$ cat config.mk
export PLATFORM = sky130hd
export DESIGN_NAME = nnt_dist_pipe
export DESIGN_NICKNAME = d
export VERILOG_FILES = /design/src/nearest_neighbor_tour_macros.svh /design/src/nnt_pkg.sv /design/src/nnt_sqrt_cell.sv /design/src/nnt_dist_pipe.sv
export SDC_FILE = /design/constraint.sdc
export NUM_CORES = 2
export LEC_CHECK = 0
export BUFFER_PORTS_ARGS = -buffer_cell sky130_fd_sc_hd__buf_2
export CELL_PAD_IN_SITES_DETAIL_PLACEMENT = 2
export CELL_PAD_IN_SITES_GLOBAL_PLACEMENT = 2
export CORE_AREA = 2 2 379 381
export CTS_BUF_LIST = sky130_fd_sc_hd__clkbuf_2
export DETAILED_ROUTE_END_ITERATION = 7
export DIE_AREA = 0 0 381 383
export PLACE_DENSITY_LB_ADDON = 0.1
export SYNTH_ARGS = -nofsm -noshare
export SYNTH_HDL_FRONTEND = slang
export SYNTH_SLANG_ARGS = --single-unit
$ cat constraint.sdc
create_clock -name clk_i -period 8.1 [get_ports clk_i]
set_input_delay 0.405 -clock clk_i [delete_from_list [all_inputs] [get_ports clk_i]]
set_output_delay 0.405 -clock clk_i [all_outputs]
set_load 0.01 [all_outputs]
$ cat src/nearest_neighbor_tour_macros.svh
// Assertion macros for the nearest-neighbor tour block.
`ifndef NEAREST_NEIGHBOR_TOUR_MACROS_SVH
`define NEAREST_NEIGHBOR_TOUR_MACROS_SVH
`ifndef ASSERT_OFF
`define NNT_ASSERT(label, prop, msg) \
  label: assert property (@(posedge clk_i) disable iff (!rst_ni) (prop)) else $error(msg);
`define NNT_ASSERT_NEXT(label, ante, cons, msg) \
  label: assert property (@(posedge clk_i) disable iff (!rst_ni) (ante) |=> (cons)) \
    else $error(msg);
`else
`define NNT_ASSERT(label, prop, msg)
`define NNT_ASSERT_NEXT(label, ante, cons, msg)
`endif
`endif

$ cat src/nnt_pkg.sv
`timescale 1ns / 1ps
`default_nettype none
package nnt_pkg;
  localparam int unsigned MAX_CITIES = 1024;
  localparam int unsigned COORD_BITS = 16;

  localparam int unsigned IDX_W  = $clog2(MAX_CITIES);
  localparam int unsigned CNT_W  = $clog2(MAX_CITIES + 1);
  localparam int unsigned CITY_W = 10;
  localparam int unsigned LEN_W  = 27;
  localparam int unsigned DIFF_W = COORD_BITS + 1;
  localparam int unsigned SQ_W   = 2 * DIFF_W;
  localparam int unsigned ROOT_W = DIFF_W + 1;
  localparam int unsigned S_W    = 2 * ROOT_W;
  localparam int unsigned REM_W  = ROOT_W + 2;
  localparam int unsigned D_W    = ROOT_W + 1;
  localparam int unsigned WORD_W = 2 * COORD_BITS + 1;

  localparam logic [LEN_W-1:0] LEN_MAX = '1;

  typedef logic signed [COORD_BITS-1:0] coord_t;

  typedef enum logic [1:0] {
    KIND_LOAD    = 2'd0,
    KIND_ADVANCE = 2'd1,
    KIND_CLEAR   = 2'd2
  } kind_e;

  typedef enum logic [1:0] {
    STATUS_OK    = 2'd0,
    STATUS_EMPTY = 2'd1,
    STATUS_DONE  = 2'd2
  } status_e;

  typedef struct packed {
    kind_e              kind;
    logic signed [15:0] x;
    logic signed [15:0] y;
  } in_t;

  typedef struct packed {
    logic [CITY_W-1:0] city;
    logic [LEN_W-1:0]  running_length;
    logic              last_city;
    status_e           status;
  } out_t;

  typedef struct packed {
    logic [IDX_W-1:0] idx;
    logic             skip;
    logic             last;
  } tag_t;

  typedef struct packed {
    logic              valid;
    tag_t              tag;
    logic [S_W-1:0]    s;
    logic [REM_W-1:0]  rem;
    logic [ROOT_W-1:0] root;
  } cell_t;

  function automatic logic [LEN_W-1:0] sat_add(logic [LEN_W-1:0] a, logic [D_W-1:0] b);
    logic [LEN_W:0] sum;
    sum = {1'b0, a} + (LEN_W + 1)'(b);
    return sum[LEN_W] ? LEN_MAX : sum[LEN_W-1:0];
  endfunction
endpackage
`default_nettype wire

$ cat src/nnt_sqrt_cell.sv
`timescale 1ns / 1ps
`default_nettype none
module nnt_sqrt_cell (
  input  wire logic          clk_i,
  input  wire logic          rst_ni,
  input  wire nnt_pkg::cell_t cell_i,
  output nnt_pkg::cell_t     cell_o
);
  logic [nnt_pkg::REM_W+1:0] trial;
  logic [nnt_pkg::REM_W+1:0] sub;
  nnt_pkg::cell_t            cell_d;
  nnt_pkg::cell_t            cell_q;

  always_comb begin
    trial = {cell_i.rem, cell_i.s[nnt_pkg::S_W-1 -: 2]};
    sub   = (nnt_pkg::REM_W + 2)'({cell_i.root, 2'b01});
    cell_d       = cell_i;
    cell_d.s     = cell_i.s << 2;
    if (trial >= sub) begin
      cell_d.rem  = nnt_pkg::REM_W'(trial - sub);
      cell_d.root = {cell_i.root[nnt_pkg::ROOT_W-2:0], 1'b1};
    end else begin
      cell_d.rem  = trial[nnt_pkg::REM_W-1:0];
      cell_d.root = {cell_i.root[nnt_pkg::ROOT_W-2:0], 1'b0};
    end
  end

  always_ff @(posedge clk_i or negedge rst_ni) begin
    if (!rst_ni) begin
      cell_q <= '0;
    end else begin
      cell_q <= cell_d;
    end
  end

  assign cell_o = cell_q;
endmodule
`default_nettype wire

$ cat src/nnt_dist_pipe.sv
`timescale 1ns / 1ps
`default_nettype none
module nnt_dist_pipe (
  input  wire logic                    clk_i,
  input  wire logic                    rst_ni,
  input  wire logic                    in_valid_i,
  input  wire nnt_pkg::tag_t           in_tag_i,
  input  wire nnt_pkg::coord_t         ax_i,
  input  wire nnt_pkg::coord_t         ay_i,
  input  wire nnt_pkg::coord_t         bx_i,
  input  wire nnt_pkg::coord_t         by_i,
  output logic                         out_valid_o,
  output nnt_pkg::tag_t                out_tag_o,
  output logic [nnt_pkg::D_W-1:0]      out_dist_o
);
  logic signed [nnt_pkg::DIFF_W-1:0] dx, dy;
  logic [nnt_pkg::DIFF_W-1:0]        adx, ady;
  logic [nnt_pkg::DIFF_W-1:0]        adx_q, ady_q;
  logic                              v1_q, v2_q, vo_q;
  nnt_pkg::tag_t                     tag1_q, tag2_q, tago_q;
  logic [nnt_pkg::SQ_W-1:0]          sqx_q, sqy_q;
  nnt_pkg::cell_t                    c0_q;
  nnt_pkg::cell_t                    chain [nnt_pkg::ROOT_W+1];
  nnt_pkg::cell_t                    fin;
  logic [nnt_pkg::D_W-1:0]           dist_q;

  always_comb begin
    dx  = nnt_pkg::DIFF_W'(ax_i) - nnt_pkg::DIFF_W'(bx_i);
    dy  = nnt_pkg::DIFF_W'(ay_i) - nnt_pkg::DIFF_W'(by_i);
    adx = dx[nnt_pkg::DIFF_W-1] ? nnt_pkg::DIFF_W'(-dx) : nnt_pkg::DIFF_W'(dx);
    ady = dy[nnt_pkg::DIFF_W-1] ? nnt_pkg::DIFF_W'(-dy) : nnt_pkg::DIFF_W'(dy);
  end

  always_ff @(posedge clk_i or negedge rst_ni) begin
    if (!rst_ni) begin
      v1_q <= 1'b0;
      v2_q <= 1'b0;
      vo_q <= 1'b0;
      c0_q <= '0;
    end else begin
      v1_q       <= in_valid_i;
      v2_q       <= v1_q;
      c0_q.valid <= v2_q;
      c0_q.tag   <= tag2_q;
      c0_q.s     <= nnt_pkg::S_W'(sqx_q) + nnt_pkg::S_W'(sqy_q);
      c0_q.rem   <= '0;
      c0_q.root  <= '0;
      vo_q       <= fin.valid;
    end
  end

  always_ff @(posedge clk_i) begin
    tag1_q <= in_tag_i;
    adx_q  <= adx;
    ady_q  <= ady;
    tag2_q <= tag1_q;
    sqx_q  <= nnt_pkg::SQ_W'(adx_q) * nnt_pkg::SQ_W'(adx_q);
    sqy_q  <= nnt_pkg::SQ_W'(ady_q) * nnt_pkg::SQ_W'(ady_q);
    tago_q <= fin.tag;
    dist_q <= nnt_pkg::D_W'(fin.root)
            + nnt_pkg::D_W'(fin.rem > nnt_pkg::REM_W'(fin.root));
  end

  assign chain[0] = c0_q;

  for (genvar g = 0; g < nnt_pkg::ROOT_W; g++) begin : g_cell
    nnt_sqrt_cell u_cell (
      .clk_i  (clk_i),
      .rst_ni (rst_ni),
      .cell_i (chain[g]),
      .cell_o (chain[g+1])
    );
  end

  assign fin         = chain[nnt_pkg::ROOT_W];
  assign out_valid_o = vo_q;
  assign out_tag_o   = tago_q;
  assign out_dist_o  = dist_q;
endmodule
`default_nettype wire

Yosys cells after proc, flatten, opt, wreduce, memory -nomap -nowiden
Cells that the tools add are included.
Widths: inputs -> output; s select.

word-level totals
  bits in registers = 1432
  input port bits = 79
  logic and storage cells = 214

cells by class
  add/subtract/negate cells = 24
  multiply operators = 2
  order comparisons = 19
  muxes and demuxes = 20

operators with widths
  kind                 number
  $mux 38              18
  $ge 22x20->1         17
  $sub 20x20->20       17
  $mul 17x17->34       2
  $add 34x34->35       1
  $neg 17->17          2
  $sub 16x16->17       2
  $mux 16              2
  $gt 20x18->1         1
  $add 18x1->19        1
  $sub 1x1->2 const B  1
  $ge 1x1->1 const B   1

Longest topological paths before layout
  depth in word-level cells = 3
  gate-level depth with buffers = 24
  gate-level depth less buffers = 24

Modules after synthesis
Synthesis repeated with hierarchy kept, for this count alone.

unflattened totals
  cells, all modules = 7732
  area total of the unflattened synthesis = 88879.0 sq um

modules (own cells, without submodules)
  module                                  area each (sq um)  seq. area each (sq um)  cells an instance  instances
  nnt_sqrt_cell at g_cell[17].u_cell ...  3523.4             2127.0                  283                10
  nnt_sqrt_cell at g_cell[0].u_cell ...   3579.7             2127.0                  279                8
  nnt_dist_pipe                           25007.7            4379.2                  2670               1

Worst setup path before layout
Ideal clock, no wire load.

  kind = reg-to-reg
  start point = register adx_q[2] (netlist name)
  end point = register sqx_q[31] (netlist name)
  clock period less this slack = 6.431 ns
  setup slack = 1.669 ns
  data required time = 8.021 ns
  stages on the path, launching flop included = 22
  setup time = 0.079 ns
  arrival = 6.352 ns
  path through = dfxtp_1 clkbuf_1 clkbuf_1 nand2_1 fa_1 inv_1 fa_1 fa_1 fa_1 fa_1 inv_1 fa_1 inv_1 ha_1 o211ai_1 nor2_1 a221oi_1 or4b_2 nor3_1 nor2_1 a2111o_1 o211ai_1

on the way
  longest elaborated chain between the ends = 1

RTL lines
  element                 RTL line             RTL
  from (decl)             nnt_dist_pipe.sv:18  logic [nnt_pkg::DIFF_W-1:0] adx_q, ady_q;
  from (signal assigned)  nnt_dist_pipe.sv:54  adx_q <= adx;
  $mul 17x17->34          nnt_dist_pipe.sv:57  sqx_q <= nnt_pkg::SQ_W'(adx_q) * nnt_pkg::SQ_W'(adx_q);
  to (signal assigned)    nnt_dist_pipe.sv:57
  to (decl)               nnt_dist_pipe.sv:21  logic [nnt_pkg::SQ_W-1:0] sqx_q, sqy_q;

Every way passes these cells.
A chain may end at the register's enable or synchronous reset.

Worst setup path in the final report
  start point = register adx_q[5] (netlist name)
  end point = register sqx_q[31] (netlist name)

Same word-level chain as after synthesis.

==> impl_metrics.csv <==
group,metric,value,unit
clock_tree,cts_tree,"done",
setup_path,start_kind,"flop",
synthesis,ys.flop_type,"dfrtp_1",
detailed_routing,drt_iter0_markers,1378,
floorplan,rows,139,
placed_design,gp_congestion,0.824,
clock_tree,cts_buffers,331,
run,maxCapViolCount,0,
timing,setup_viol,0,
synthesis,ys_top_cells_by_count,"dfrtp_1 (1088), inv_1 (896), ha_1 (492)",
clock_tree,insertion_delay,1.82,ns
timing,final.setup.tns,0,ns
clock_tree,htree_levels,5,
synthesis,syn-mean-instance-area,11.2,µm²
synthesis,async_flop_share,87.5,%
worst_hold_path,worstHoldPathType,"flop to flop",
timing,skew,0.238,ns
detailed_routing,wl_per_cell,20.8,µm
timing,relSlewSlack,14.9,%
timing,max_freq,135,MHz
cells_and_area,final_nets,7218,
setup_path,slowest_stage,"dfxtp_1",
grt,grt_max_degree,189,
synthesis,synth_cell_types,76,
cells_and_area,drive_above_1_share,11.3,%
timing,worst_pin_slew,1.27,ns
detailed_routing,viasPerCell,5.10,
floorplan,fp.coreArea,142000,µm²
grt,grt_usage,24.6,%
setup_path,reg2reg_slack,0.72,ns
grt,grt_overflow_total,0,
synthesis,synth_top_area_cell,"dfrtp_1",
detailed_routing,dr.pass1.iters,5,
synthesis,synth_seq_cells,1243,
detailed_routing,drt-total-wl,175000,µm
setup_path,cpPeakStageDelay,0.87,ns
synthesis,synthCells,5657,
synthesis,yosys_warnings,0,
floorplan,die_y,383,µm
run_status,status,"finished clean",
detailed_routing,ant_nets,0,
synthesis,yosys.cell_count.top_type,"dfrtp_1",
cells_and_area,seqCellArea,30300,µm²
detailed_routing,vias,43000,
timing,drv_slew,0,
grt,first_global_vias,51900,
floorplan,fp.dieW,381,µm
setup_path,arrival,8.94,ns
synthesis,synth_nets,6614,
clock_tree,cts_root_buffer,"clkbuf_2",
cells_and_area,area_delta_synth_final,12.9,%
synthesis,synthTopCellsByArea,"dfrtp_1 (43%), fa_1 (12%), ha_1 (9.7%)",
clock_tree,clkSinkCount,1243,
cells_and_area,multi_input_area,29500,µm²
synthesis,synth_area,63500,µm²
setup_path,cp_common_cell,"fa_1",
cells_and_area,nFillCells,14500,
grt,grt_pass1_wl,282000,µm
clock_tree,clock_path_buffers,4,
floorplan,dieArea,146000,µm²
setup_path,worst_ep_required_time,9.65,ns
floorplan,start_util,44.6,%
clock_tree,cts.reportedPaths.clkPinSlew,0.15,ns
detailed_routing,route.detailed.drc,0,
synthesis,synth_top_area_share,42.9,%
grt,antenna_found_initial,4,
placed_design,place_hpwl,120000,µm
setup_path,worst-path-max-fanout,18,
timing,hold_violations,0,
timing,rsz0062_at_grt,"no",
setup_path,path_class,"flop to flop",
floorplan,io_pins,111,
setup_path,crit_path_end_kind,"flop",
clock_tree,cts-resized-gates,0,
synthesis,synth-seq-area-share,47.8,%
timing,period_minus_slack,7.38,ns
placed_design,portBuffers,110,
timing,fin_crit_sh,91.1,%
synthesis,synth_edf_count,0,
setup_path,crit_path_cell_trace,"nand2_1 -> fa_1 -> inv_1 -> fa_1 -> fa_1 -> fa_1 -> fa_1 -> inv_1 -> fa_1 -> inv_1 -> ha_1 -> o211ai_1 -> nor2_1 -> a221oi_1 -> or4b_2 -> nor3_1 -> nor2_1 -> a2111o_1 -> o211ai_1",
-- cell usage in the layout, fill, tap and decap left out, types with 24 or more instances in the layout --
cell / netlist / routed
nor3_1: 99 / 98
dfxtp_1: 155 / 155
o21a_1: 77 / 77
xnor2_1: 262 / 262
nand4_1: 40 / 40
nand2b_1: 49 / 49
and2_1: 125 / 125
buf_2: 2 / 109
a21o_1: 103 / 103
o21ai_0: 159 / 159
or3_1: 41 / 41
nor4_1: 35 / 35
clkinv_1: 1 / 58
diode_2: 0 / 24
nand3_1: 89 / 89
nand2_1: 349 / 349
buf_4: 0 / 27
a211oi_1: 29 / 29
a21oi_1: 259 / 259
clkbuf_2: 0 / 489
dfrtp_1: 1088 / 1088
ha_1: 492 / 492
xor2_1: 143 / 143
dlygate4sd3_1: 0 / 221
fa_1: 386 / 386
o31ai_1: 29 / 29
inv_1: 896 / 896
o21bai_1: 38 / 38
mux2_2: 36 / 36
nor2_1: 287 / 287
nor2b_1: 50 / 50
-- final timing paths --
kind / from / end / depth (start not counted)
max in group asynchronous: rst_ni / g_cell[2].u_cell.cell_o[69]$_DFF_PN0_ / 7
min in group asynchronous: rst_ni / g_cell[16].u_cell.cell_o[82]$_DFF_PN0_ / 5
max reg2reg: adx_q[5]$_DFF_P_ / sqx_q[31]$_DFF_P_ / 19
min: tag1_q[8]$_DFF_P_ / tag2_q[8]$_DFF_P_ / 0
max: adx_q[5]$_DFF_P_ / sqx_q[31]$_DFF_P_ / 19
min reg2reg: tag1_q[8]$_DFF_P_ / tag2_q[8]$_DFF_P_ / 0
-- area by class of cell --
cell class | instances | area share [%]
flip-flops and latches | 1243 | 42.3
diodes | 24 | 0.0838
clock inverters | 82 | 0.746
multi-input cells | 3424 | 41.1
repair buffers | 363 | 4.30
clock buffers | 489 | 3.42
well taps | 1903 | 3.32
inverters | 898 | 4.70
-- flip-flops by register name (all words and copies together), names as in the netlist --
name / flops
c0_q: 48
v2_q: 1
ady_q: 17
out_valid_o: 1
g_cell.u_cell.cell_o: 1037
sqx_q: 33
v1_q: 1
tag1_q: 12
sqy_q: 33
out_dist_o: 19
adx_q: 17
out_tag_o: 12
tag2_q: 12
-- cells by family after synthesis --
| logic type | after synthesis | share of synthesized area (%) |
|---|---|---|
| AOI/OAI and AO/OA | 835 | 8.41 |
| adders and majority gates | 878 | 21.9 |
| buffers and inverters | 990 | 5.86 |
| xor gates and xnor gates | 405 | 5.59 |
| DFF | 1243 | 47.8 |
| and+or+nand+nor | 1266 | 9.80 |
| muxes | 40 | 0.702 |
-- metal layers --
layer,GRT usage (%),vias up,share of wire [%]
met4,10.9,0,4.2
met3,3.92,383,2.7
met2,48.4,718,57
met5,0,-,0
li1,-,19700,-
met1,25.4,22100,36
-- repair_timing --
action,CTS,global route
endpoints found under the hold margin,743,0
setup endpoints to repair,0,0
setup buffers,0,0
hold buffers,222,0
-- worst max-delay path: cells and delay by family (launching register included) --
kind            cells  cell delay, ns
buf+inv             3            0.16
flops               1            0.87
fa+ha+maj           7            3.71
compound gates      4            1.03
simple gates        5            1.48
-- through the flow --
step	hold WS, ns	instances	area (µm²)	setup WS (ns)	utilization, %
floorplan	0.109	5657	63500	1.67	-
global placement	0.313	7609	66400	1.01	46.7
detailed placement	0.315	7609	66400	0.803	46.7
CTS	0.00884	8402	71600	0.746	50.3
global route	0.0777	8423	71700	0.313	50.4
finish	0.175	8426	71700	0.717	50.4
Power is left out: the tool's default activity adds up to more than one toggle a clock period on the data nets, which glitch-free logic cannot reach.
