[src/nearest_neighbor_tour_macros.svh]
// Assertion macros for the nearest-neighbor tour block.
`ifndef NEAREST_NEIGHBOR_TOUR_MACROS_SVH
`define NEAREST_NEIGHBOR_TOUR_MACROS_SVH
`ifndef ASSERT_OFF
`define NNT_ASSERT(label, prop, msg) \
  label: assert property (@(posedge clk_i) disable iff (!rst_ni) (prop)) else $error(msg);
`define NNT_ASSERT_NEXT(label, ante, cons, msg) \
  label: assert property (@(posedge clk_i) disable iff (!rst_ni) (ante) |=> (cons)) \
    else $error(msg);
`else
`define NNT_ASSERT(label, prop, msg)
`define NNT_ASSERT_NEXT(label, ante, cons, msg)
`endif
`endif

[src/nnt_ram.sv]
`timescale 1ns / 1ps
`default_nettype none
module nnt_ram #(
  parameter int unsigned WIDTH = 8,
  parameter int unsigned DEPTH = 16
) (
  input  wire logic                     clk_i,
  input  wire logic                     we_i,
  input  wire logic [$clog2(DEPTH)-1:0] waddr_i,
  input  wire logic [WIDTH-1:0]         wdata_i,
  input  wire logic [$clog2(DEPTH)-1:0] raddr_i,
  output logic      [WIDTH-1:0]         rdata_o
);
  logic [WIDTH-1:0] mem [DEPTH];

  always_ff @(posedge clk_i) begin
    if (we_i) begin
      mem[waddr_i] <= wdata_i;
    end
    rdata_o <= mem[raddr_i];
  end
endmodule
`default_nettype wire

[config.mk]
export PLATFORM = sky130hd
export DESIGN_NAME = nnt_ram
export DESIGN_NICKNAME = d
export VERILOG_FILES = /design/src/nearest_neighbor_tour_macros.svh /design/src/nnt_ram.sv
export SDC_FILE = /design/constraint.sdc
export NUM_CORES = 1
export LEC_CHECK = 0
export ABC_AREA = 1
export BUFFER_PORTS_ARGS = -buffer_cell sky130_fd_sc_hd__clkbuf_2
export CORE_UTILIZATION = 40
export CTS_CLUSTER_DIAMETER = 80
export DETAILED_ROUTE_END_ITERATION = 8
export HOLD_SLACK_MARGIN = 0.12
export PLACE_DENSITY_LB_ADDON = 0.05
export RECOVER_POWER = 100
export REMOVE_ABC_BUFFERS = 1
export SYNTH_ARGS = -nofsm -noshare
export SYNTH_HDL_FRONTEND = slang
export SYNTH_SLANG_ARGS = --single-unit
export TNS_END_PERCENT = 100
[constraint.sdc]
create_clock -name clk_i -period 1.1 [get_ports clk_i]
set_input_delay 0 -clock clk_i [delete_from_list [all_inputs] [get_ports clk_i]]
set_output_delay 0 -clock clk_i [all_outputs]
set_load 0.005 [all_outputs]
Yosys cells after proc, flatten, opt, wreduce, memory -nomap -nowiden --
Memory sizes are Yosys's and may differ from the RTL's. A register that Yosys moved wholly into a read port is not among the register bits. Cells that the tools add are included.
Cells by class: muxes and demuxes 2
Operator list (number):
- 2-to-1 mux 1 bit | 2
Storage, ports and cells: register bits after elaboration 0, RAM bits 128, input bits 18, output and inout bits 8, logic and storage cells 3, memories 1
Memory list:
- mem | words 16, width 8, read ports 1, clocked after memory_dff 1, write ports 1, line nnt_ram.sv:14 | logic [WIDTH-1:0] mem [DEPTH];

Depth between registers and ports, before layout --
Gate-level depths: netlist of run 1.
depth after elaboration 2, depth in mapped cells 8, mapped depth without buffers 7

Least setup slack after synthesis of run 1 --
OpenSTA, ideal clock, no wires.
kind input to register, from in waddr_i[2], to mem mem[10][0], enable pin, setup time 0.370 ns, arrival 0.581 ns, data required time 0.730 ns, setup slack 0.149 ns, stages on the path 2, buffers on the path 0, cell sequence nand3b_1 > nor2_1
RTL lines:
- start: declaration | line nnt_ram.sv:9 | input wire logic [$clog2(DEPTH)-1:0] waddr_i,
- end: declaration | line nnt_ram.sv:14
No word-level cell before the write port.

==> results of run 1 <==
-- logic make-up after synthesis --
family	after synthesis	share of synthesized area
and+or+nand+nor	289	0.2105
buffers and inverters	126	0.09525
DFF	136	0.6943
-- synthesized netlist by cell type --
library cell,number
buf_1,1
buf_2,13
buf_4,4
buf_6,6
dfxtp_1,8
edfxtp_1,128
inv_1,100
inv_2,2
nand2_1,173
nand3_1,97
nand3b_1,2
nor2_1,17
-- path summary, 6_finish.rpt --
check                   from          to  slack (ns)  depth (start not counted)
setup reg to reg   mem[1][3]  rdata_o[3]        0.14                          6
hold / removal    raddr_i[1]  rdata_o[3]        0.20                          6
setup / recovery   mem[1][3]  rdata_o[3]        0.14                          6
hold reg to reg   mem[12][1]  rdata_o[1]        0.66                          6
-- routing by layer --
| layer | vias to the layer above | wire, um | track usage |
|---|---|---|---|
| met5 | - | 0 | 0 |
| met1 | 1814 | 6741 | 0.2852 |
| li1 | 1885 | - | - |
| met2 | 92 | 6091 | 0.3037 |
| met4 | 0 | 176 | 0.07088 |
| met3 | 16 | 621 | 0.05852 |
-- power breakdown --
group          switching, W  internal (W)
Combinational      0.000498      0.000252
Sequential        0.0000384       0.00580
Clock               0.00193       0.00325
-- worst max-delay path, delay by kind of cell, from the launching register on --
kind	cells	cell delay (ns)
buffers and inverters	1	0.06
DFF	1	0.35
and+or+nand+nor	5	0.44
-- what timing repair did --
item,CTS,global route
gates resized for setup,0,2
endpoints found under the setup margin,0,1
hold buffers,7,1
hold endpoints to repair,88,5
-- state kept, by name, indices dropped and copies added, names as in the netlist --
signal and count:
mem 128, rdata_o 8
-- final cells by class --
class	count	share of cell area
clock inverters	7	0.01179
well taps	180	0.03317
inverters	102	0.05638
clock buffers	22	0.06541
repair buffers	63	0.06339
multi-input cells	289	0.1802
flip-flops and latches	136	0.5896
-- stage by stage --
stage                     total power (W)    util  std cells
after floorplan                  0.006245       -        527
after global placement           0.006690  0.4469        762
after detailed placement         0.006695  0.4469        762
after CTS                         0.01188  0.4894        798
after global routing              0.01220  0.4854        799
final                             0.01177  0.4854        799
==> impl_results.md, run 1 <==
- Status: finished clean
- Sink Count: 136
- Largest area contributor in the netlist: edfxtp_1
- Boundary Pins: 26
- DIE WIDTH: 122.1 um
- CP cell instances: inv_1, nand2_1, nand3_1, nand3_2, nand3_2, nand2_1
- Final Hold Vio Count: 0
- Slowest stage delay, CP: 0.35 ns
- Worst Slack Setup Final: 0.1392 ns
- Cell count after synthesis: 551
- Std-Cell Rows: 43
- Commonest non-fill, non-tap cells in the layout: nand2_1 (173), edfxtp_1 (128), inv_1 (100)
- Nets: 627
- Core area: 0.01399 mm^2
- # port buffers: 25
- Area grow syn2layout: 17.75%
- Clk pin slew, worst setup/hold paths: 0.05 ns
- RePlAce Congestion: 0.7710
- Critical-path maximum fanout: 1
- Fin area: 0.006790 mm^2
- Warnings from Yosys: 0
- Post-DP HPWL: 8949 um
- CP required: 1.41 ns
- Max-slew violations: 0
- RSZ-0062 raised after global routing: false
- N_diodes: 0
- H-tree levels: 4
- Slew at the pin closest to its max-slew limit: 0.9342 ns
- Clock latency on the worst-skew pair: 0.42 ns
- Clock skew: 0.006822 ns
- Final WL: 13630 um
- CTS max path bufs: 2
- Worst IR Drop VDD: 1.182 mV
- #FFs+latches synth: 136
- Die Y: 122.1 um
- Fmax: 1041 MHz
- Critical path class: flip-flop to flip-flop
- Final setup TNS: 0 ns
- Share of cells above drive strength 1: 0.08239
- Crit end category: flip-flop
- Routed vias: 3807
- Min-Delay Path Class: input port to flip-flop
- Post-DR wirelength/cell: 17.06 um
- Area taken by multi-input logic gates: 0.001224 mm^2
- Mapped Area: 0.005767 mm^2
- Crit start category: flip-flop
- DRC: 0
- Number of DRC markers in iteration 0: 344
- Fillers: 1330
- Yosys top cell area share: 0.6665
- Total clock buffers created by CTS: 17
- Tmin final: 0.9608 ns
- Seq/Total Area, Yosys: 0.6943
- Critical path's slowest cell: edfxtp_1
- Gr ovfl total: 0
- Dpl cell area: 0.006251 mm^2
- Setup Viol. Count Final: 0
- Max-slew headroom at the worst pin: 0.3772
- Starting Density: 0.4123
- CTS root buf: clkbuf_16
- Max cap viols: 0
- Initial antenna violation count: 0
- Power density cells: 1734 mW/mm^2
- Setup bufs post-CTS: 0
- Total track usage: 0.2042
- Pin count of the biggest net entering global routing: 37
- CTS tree: built
- Placement Setup Slack: -0.04962 ns
- Die area: 0.01490 mm^2
- Most common cell after layout, fill and taps aside: nand2_1
- P_leak: 2.889 nW
- FF+latch area: 0.004004 mm^2
- Crit share post-route: 0.8735
- Vias/cell: 4.765
- 1st-pass router iterations: 5
- Crit path DAT: 1.27 ns
- Area contributors post-synth: edfxtp_1 (67%), nand2_1 (11%), nand3_1 (8.4%), inv_1 (6.5%), dfxtp_1 (2.8%)
- Vias in the first global route: 3771
- First-pass GRT wire length: 21490 um
- Syn_area_per_cell: 10.47 um^2
- Hold slack: 0.1954 ns
- Yosys cell types: 12
- Antenna Nets Post-Route: 0
(Power assumes the default switching activity.)
==> run 2, diff against run 1 <==
==> constraint.sdc (replaced) <==
create_clock -name clk_i -period 1 [get_ports clk_i]
set_input_delay 0 -clock clk_i [delete_from_list [all_inputs] [get_ports clk_i]]
set_output_delay 0 -clock clk_i [all_outputs]
set_load 0.005 [all_outputs]
==> run 2 against run 1 <==
  * Worst setup slack got worse by 0.085 ns
  * Via count about the same
  * First-iteration DRC count decreased by 28%
  * Clock skew decreased by 0.0017 ns
  * Die area unchanged
  * Largest power group unchanged
  * Highest routed layer unchanged
==> impl_results.md, run 2 (synthesized netlist as in run 1, its figures left out) <==
- DRC: 0
- Starting Density: 0.4123
- Die Y: 122.1 um
- Initial antenna violation count: 0
- Crit Reg-Reg Endpoint: rdata_o[3]
- First-pass GRT wire length: 21400 um
- Clk pin slew, worst setup/hold paths: 0.05 ns
- Critical-path maximum fanout: 8
- Clock skew: 0.005138 ns
- Critical path class: input port to flip-flop
- RePlAce Congestion: 0.7760
- Sw Share: 0.2147
- H-tree levels: 4
- Largest regs: mem: 128 flops, rdata_o: 8 flops
- Cells after DPL: 762
- Setup Viol. Count Final: 0
- Dpl cell area: 0.006264 mm^2
- Number of DRC markers in iteration 0: 248
- Power share of the combinational group: 0.066
- Max-slew violations: 0
- Total track usage: 0.2038
- Antenna Nets Post-Route: 0
- Total power: 0.01307 W
- Most flop-heavy register: mem
- R2R cell count: 6
- Tmin final: 0.9456 ns
- 1st-pass router iterations: 4
- Share of cells above drive strength 1: 0.1318
- Switch Pwr: 0.002806 W
- Boundary Pins: 26
- Fin area: 0.006903 mm^2
- Nets: 627
- Max cap viols: 0
- Crit share post-route: 0.9456
- Crit end category: flip-flop
- Min-Delay Path Class: input port to flip-flop
- CTS root buf: clkbuf_16
- Commonest non-fill, non-tap cells in the layout: nand2_1 (172), edfxtp_1 (128), inv_1 (99)
- Crit Reg-Reg Startpoint: mem[2][3]
- Non-Filler Instances: 802
- N_diodes: 0
- Status: finished clean
- Slew at the pin closest to its max-slew limit: 0.9001 ns
- Vias/cell: 4.746
- Vias in the first global route: 3771
- Crit start category: input port
- Clock group share of total power: 0.443
- Critical Path End: mem[5][2]
- Worst IR Drop VDD: 1.221 mV
- Post-DR wirelength/cell: 17.07 um
- CTS tree: built
- Crit path DAT: 0.99 ns
- Gr ovfl total: 0
- CP required: 1.04 ns
- Fmax: 1058 MHz
- Most common cell after layout, fill and taps aside: nand2_1
- DIE WIDTH: 122.1 um
- Die area: 0.01490 mm^2
- Internal: 0.01026 W
- # port buffers: 25
- P_leak: 2.969 nW
- Post-DP HPWL: 8821 um
- CTS max path bufs: 2
- Sequential power share: 0.491
- R2R Setup Slk: 0.06 ns
- Final Hold Vio Count: 0
- Fillers: 1286
- Power density cells: 1893 mW/mm^2
- Sink Count: 136
- Final WL: 13690 um
- Hold slack: 0.1791 ns
- Total clock buffers created by CTS: 17
- Routed vias: 3806
- Area grow syn2layout: 19.70%
- Clock latency on the worst-skew pair: 0.42 ns
- Largest register FFs: 128
- Core area: 0.01399 mm^2
- Std-Cell Rows: 43
- Max-slew headroom at the worst pin: 0.4000
- Pin count of the biggest net entering global routing: 37
- Fin util: 0.4935
- Crit path launch: waddr_i[3]
-- run 2: cell types whose count changed in the layout (fill, tap and decap cells not counted), sizes merged --
cell,change
clkinvlp,+2
clkinv,+4
clkbuf,-3
-- run 2: what timing repair did --
action | in CTS | in global routing
hold buffers | 8 | 0
resized for setup | 3 | 14
setup endpoints to repair | 2 | 7
pin swaps | 0 | 1
setup buffers | 0 | 0
endpoints found under the hold margin | 104 | 0
-- run 2: worst min path at each step --
stage / startpoint / cells after the start / to / slack, ns
3_3_place_gp: rdata_o[4] / 1 / rdata_o[4] / 0.38
6_report: raddr_i[0] / 6 / rdata_o[0] / 0.18
5_1_grt: raddr_i[0] / 6 / rdata_o[0] / 0.21
2_1_floorplan: wdata_i[0] / 0 / mem[0][0] / 0.1
4_1_cts: wdata_i[5] / 1 / mem[10][5] / 0.13
3_5_place_dp: rdata_o[4] / 1 / rdata_o[4] / 0.38
-- run 2: metrics by stage --
stage               setup WS [ns]    TNS, ns
CTS                       0.02350          0
detailed placement        -0.1427    -0.6458
global placement          -0.1458    -0.5358
floorplan                 0.01952          0
finish                    0.05445          0
global route            -0.003481  -0.003481
-- run 2: final cells by class --
class | instances | area, um^2 | area share
multi-input cells | 289 | 1286 | 0.1863
clock buffers | 19 | 432.9 | 0.06272
repair buffers | 63 | 460.4 | 0.06670
flip-flops and latches | 136 | 4004 | 0.5800
well taps | 180 | 225.2 | 0.03263
clock inverters | 13 | 111.4 | 0.01613
inverters | 102 | 382.9 | 0.05546
-- run 2: routing by layer --
layer	wire [um]	track usage	vias up
met5	0	0	-
met1	6676	0.2883	1801
met3	607	0.04073	27
met4	342	0.09527	0
li1	-	-	1886
met2	6064	0.3005	92
-- run 2: power by group through the flow --
stage / Sequential [W] / Clock, W / Combinational, W
finish: 0.00642 / 0.00579 / 0.000861
CTS: 0.00642 / 0.00588 / 0.000869
detailed placement: 0.00653 / 0 / 0.000836
floorplan: 0.00653 / 0 / 0.000344
global placement: 0.00654 / 0 / 0.000832
global route: 0.00643 / 0.00613 / 0.000962
-- run 2: critical path, stage by stage --
cell and delay [ns]:
clkbuf_2 0.10, nand3b_1 0.22, nor2_1 0.14, clkbuf_1 0.52
==> run 3, diff against run 2 <==
--- a/config.mk
+++ b/config.mk
@@ -8,12 +8,12 @@
 export ABC_AREA = 1
 export BUFFER_PORTS_ARGS = -buffer_cell sky130_fd_sc_hd__clkbuf_2
 export CORE_UTILIZATION = 40
+export CTS_BUF_LIST = sky130_fd_sc_hd__clkbuf_2
 export CTS_CLUSTER_DIAMETER = 80
 export DETAILED_ROUTE_END_ITERATION = 8
 export HOLD_SLACK_MARGIN = 0.12
 export PLACE_DENSITY_LB_ADDON = 0.05
 export RECOVER_POWER = 100
-export REMOVE_ABC_BUFFERS = 1
 export SYNTH_ARGS = -nofsm -noshare
 export SYNTH_HDL_FRONTEND = slang
 export SYNTH_SLANG_ARGS = --single-unit
==> run 3 against run 2 <==
  * The flow now finishes with violations (negative setup slack)
  * Highest routed layer unchanged
  * Largest cell class unchanged
  * Critical endpoint is now rdata_o[0]
  * Clock skew is 0.022 ns higher
  * Wire length is 3.2% higher
  * Worst hold slack better by 0.083 ns
  * Core utilization is 0.53 points lower
==> impl_results.md, run 3 (synthesized netlist as in run 1, its figures left out) <==
- Die area: 0.01490 mm^2
- H-tree levels: 4
- Crit path DAT: 1.15 ns
- Placement Setup Slack: -0.1077 ns
- Area taken by multi-input logic gates: 0.001466 mm^2
- CTS root buf: clkbuf_2
- FF+latch area: 0.004014 mm^2
- Tmin final: 1.150 ns
- CP Buf/Inv Count: 1
- Slowest stage delay, CP: 0.39 ns
- Max-slew violations: 0
- Total power: 0.009844 W
- Nets: 641
- Non-Filler Instances: 814
- Setup bufs post-CTS: 0
- Slew at the pin closest to its max-slew limit: 0.9521 ns
- DIE WIDTH: 122.1 um
- Most common cell after layout, fill and taps aside: nand2_1
- Fmax: 869.9 MHz
- Post-DR wirelength/cell: 17.36 um
- Switch Pwr: 0.002488 W
- Most flop-heavy register: mem
- Failing checks: negative setup slack
- Commonest non-fill, non-tap cells in the layout: nand2_1 (171), edfxtp_1 (128), inv_1 (99)
- Fin area: 0.006829 mm^2
- Final Hold Vio Count: 0
- Core area: 0.01399 mm^2
- Sink Count: 136
- First-pass GRT wire length: 21780 um
- Gr ovfl total: 0
- Internal: 0.007356 W
- Clk pin slew, worst setup/hold paths: 0.15 ns
- # port buffers: 25
- Final WL: 14130 um
- Crit end category: output port
- RePlAce Congestion: 0.7768
- Sw Share: 0.2528
- Total clock buffers created by CTS: 17
- Vias in the first global route: 3700
- Largest regs: mem: 128 flops, rdata_o: 8 flops
- Pin count of the biggest net entering global routing: 33
- Vias/cell: 4.736
- Status: complete, but fails checks
- Std-Cell Rows: 43
- Worst IR Drop VDD: 0.9282 mV
- DRC: 0
- Setup Viol. Count Final: 8
- Worst Slack Setup Final: -0.1495 ns
- Post-DP HPWL: 8996 um
- Clock group share of total power: 0.246
- Power density cells: 1441 mW/mm^2
- Power share of the combinational group: 0.101
- Share of cells above drive strength 1: 0.2145
- Largest register FFs: 128
- Fillers: 1328
- Net count after synthesis: 569
- Total track usage: 0.2090
- 1st-pass router iterations: 4
- Antenna Nets Post-Route: 0
- CTS tree: built
- Cells after DPL: 767
- Die Y: 122.1 um
- Crit start category: flip-flop
- P_leak: 2.971 nW
- RSZ-0062 raised after global routing: true
- Critical-path maximum fanout: 1
- Critical path's slowest cell: dfxtp_2
- CP cell instances: clkbuf_2
- Crit path max-delay family: flip-flops
- N_diodes: 0
- Max cap viols: 0
- Sequential power share: 0.653
- Starting Density: 0.4123
- Area grow syn2layout: 18.42%
- Number of DRC markers in iteration 0: 297
- Min-Delay Path Class: input port to flip-flop
- Routed vias: 3855
- Boundary Pins: 26
- Crit share post-route: 1.150
- Critical path class: flip-flop to output port
- Clock skew: 0.02742 ns
- Clock latency on the worst-skew pair: 0.67 ns
- CTS max path bufs: 2
- Initial antenna violation count: 0
- CP required: 1.00 ns
- Max-slew headroom at the worst pin: 0.3652
- Dpl cell area: 0.006289 mm^2
-- run 3: layer usage --
layer	routed length, um	global-route usage
met1	6711	0.2996
met2	6548	0.3160
met3	694	0.04401
met4	177	0.06784
met5	0	0
-- run 3: what timing repair did --
item | 4_1_cts | 5_1_grt
hold buffers | 17 | 0
hold endpoints to repair | 264 | 0
pin swaps | 0 | 24
endpoints found under the setup margin | 14 | 16
gates resized for setup | 19 | 47
-- run 3: worst paths after layout --
path | startpoint | slack [ns] | end | cells past startpoint
max reg2reg | mem[5][4] | 0.04 | rdata_o[4] | 6
min | raddr_i[3] | 0.26 | rdata_o[0] | 5
max | rdata_o[0] | -0.15 | rdata_o[0] | 1
min reg2reg | mem[3][3] | 0.67 | rdata_o[3] | 6
-- run 3: power by group through the flow --
stage	registers (W)	logic, W	clock network (W)
floorplan	0.00653	0.000450	0
global placement	0.00655	0.000861	0
detailed placement	0.00655	0.000863	0
CTS	0.00643	0.000939	0.00250
global route	0.00645	0.00110	0.00275
finish	0.00643	0.000990	0.00242
-- run 3: cell type report --
| cell class | count | area share |
|---|---|---|
| Clock inverter | 8 | 0.004947 |
| Tap cell | 180 | 0.03298 |
| Timing Repair Buffer | 77 | 0.08739 |
| Clock buffer | 22 | 0.01612 |
| Inverter | 102 | 0.05606 |
| Sequential cell | 136 | 0.5878 |
| Multi-Input combinational cell | 289 | 0.2147 |
-- run 3: through the flow --
step                        util  setup TNS, ns  hold WS [ns]
after floorplan                -              0       0.09887
after global placement    0.4496         -1.089        0.3897
after detailed placement  0.4496         -1.360        0.3910
after CTS                 0.4767         -1.697        0.2057
after global routing      0.4882         -2.042        0.1906
final                     0.4882         -1.041        0.2623
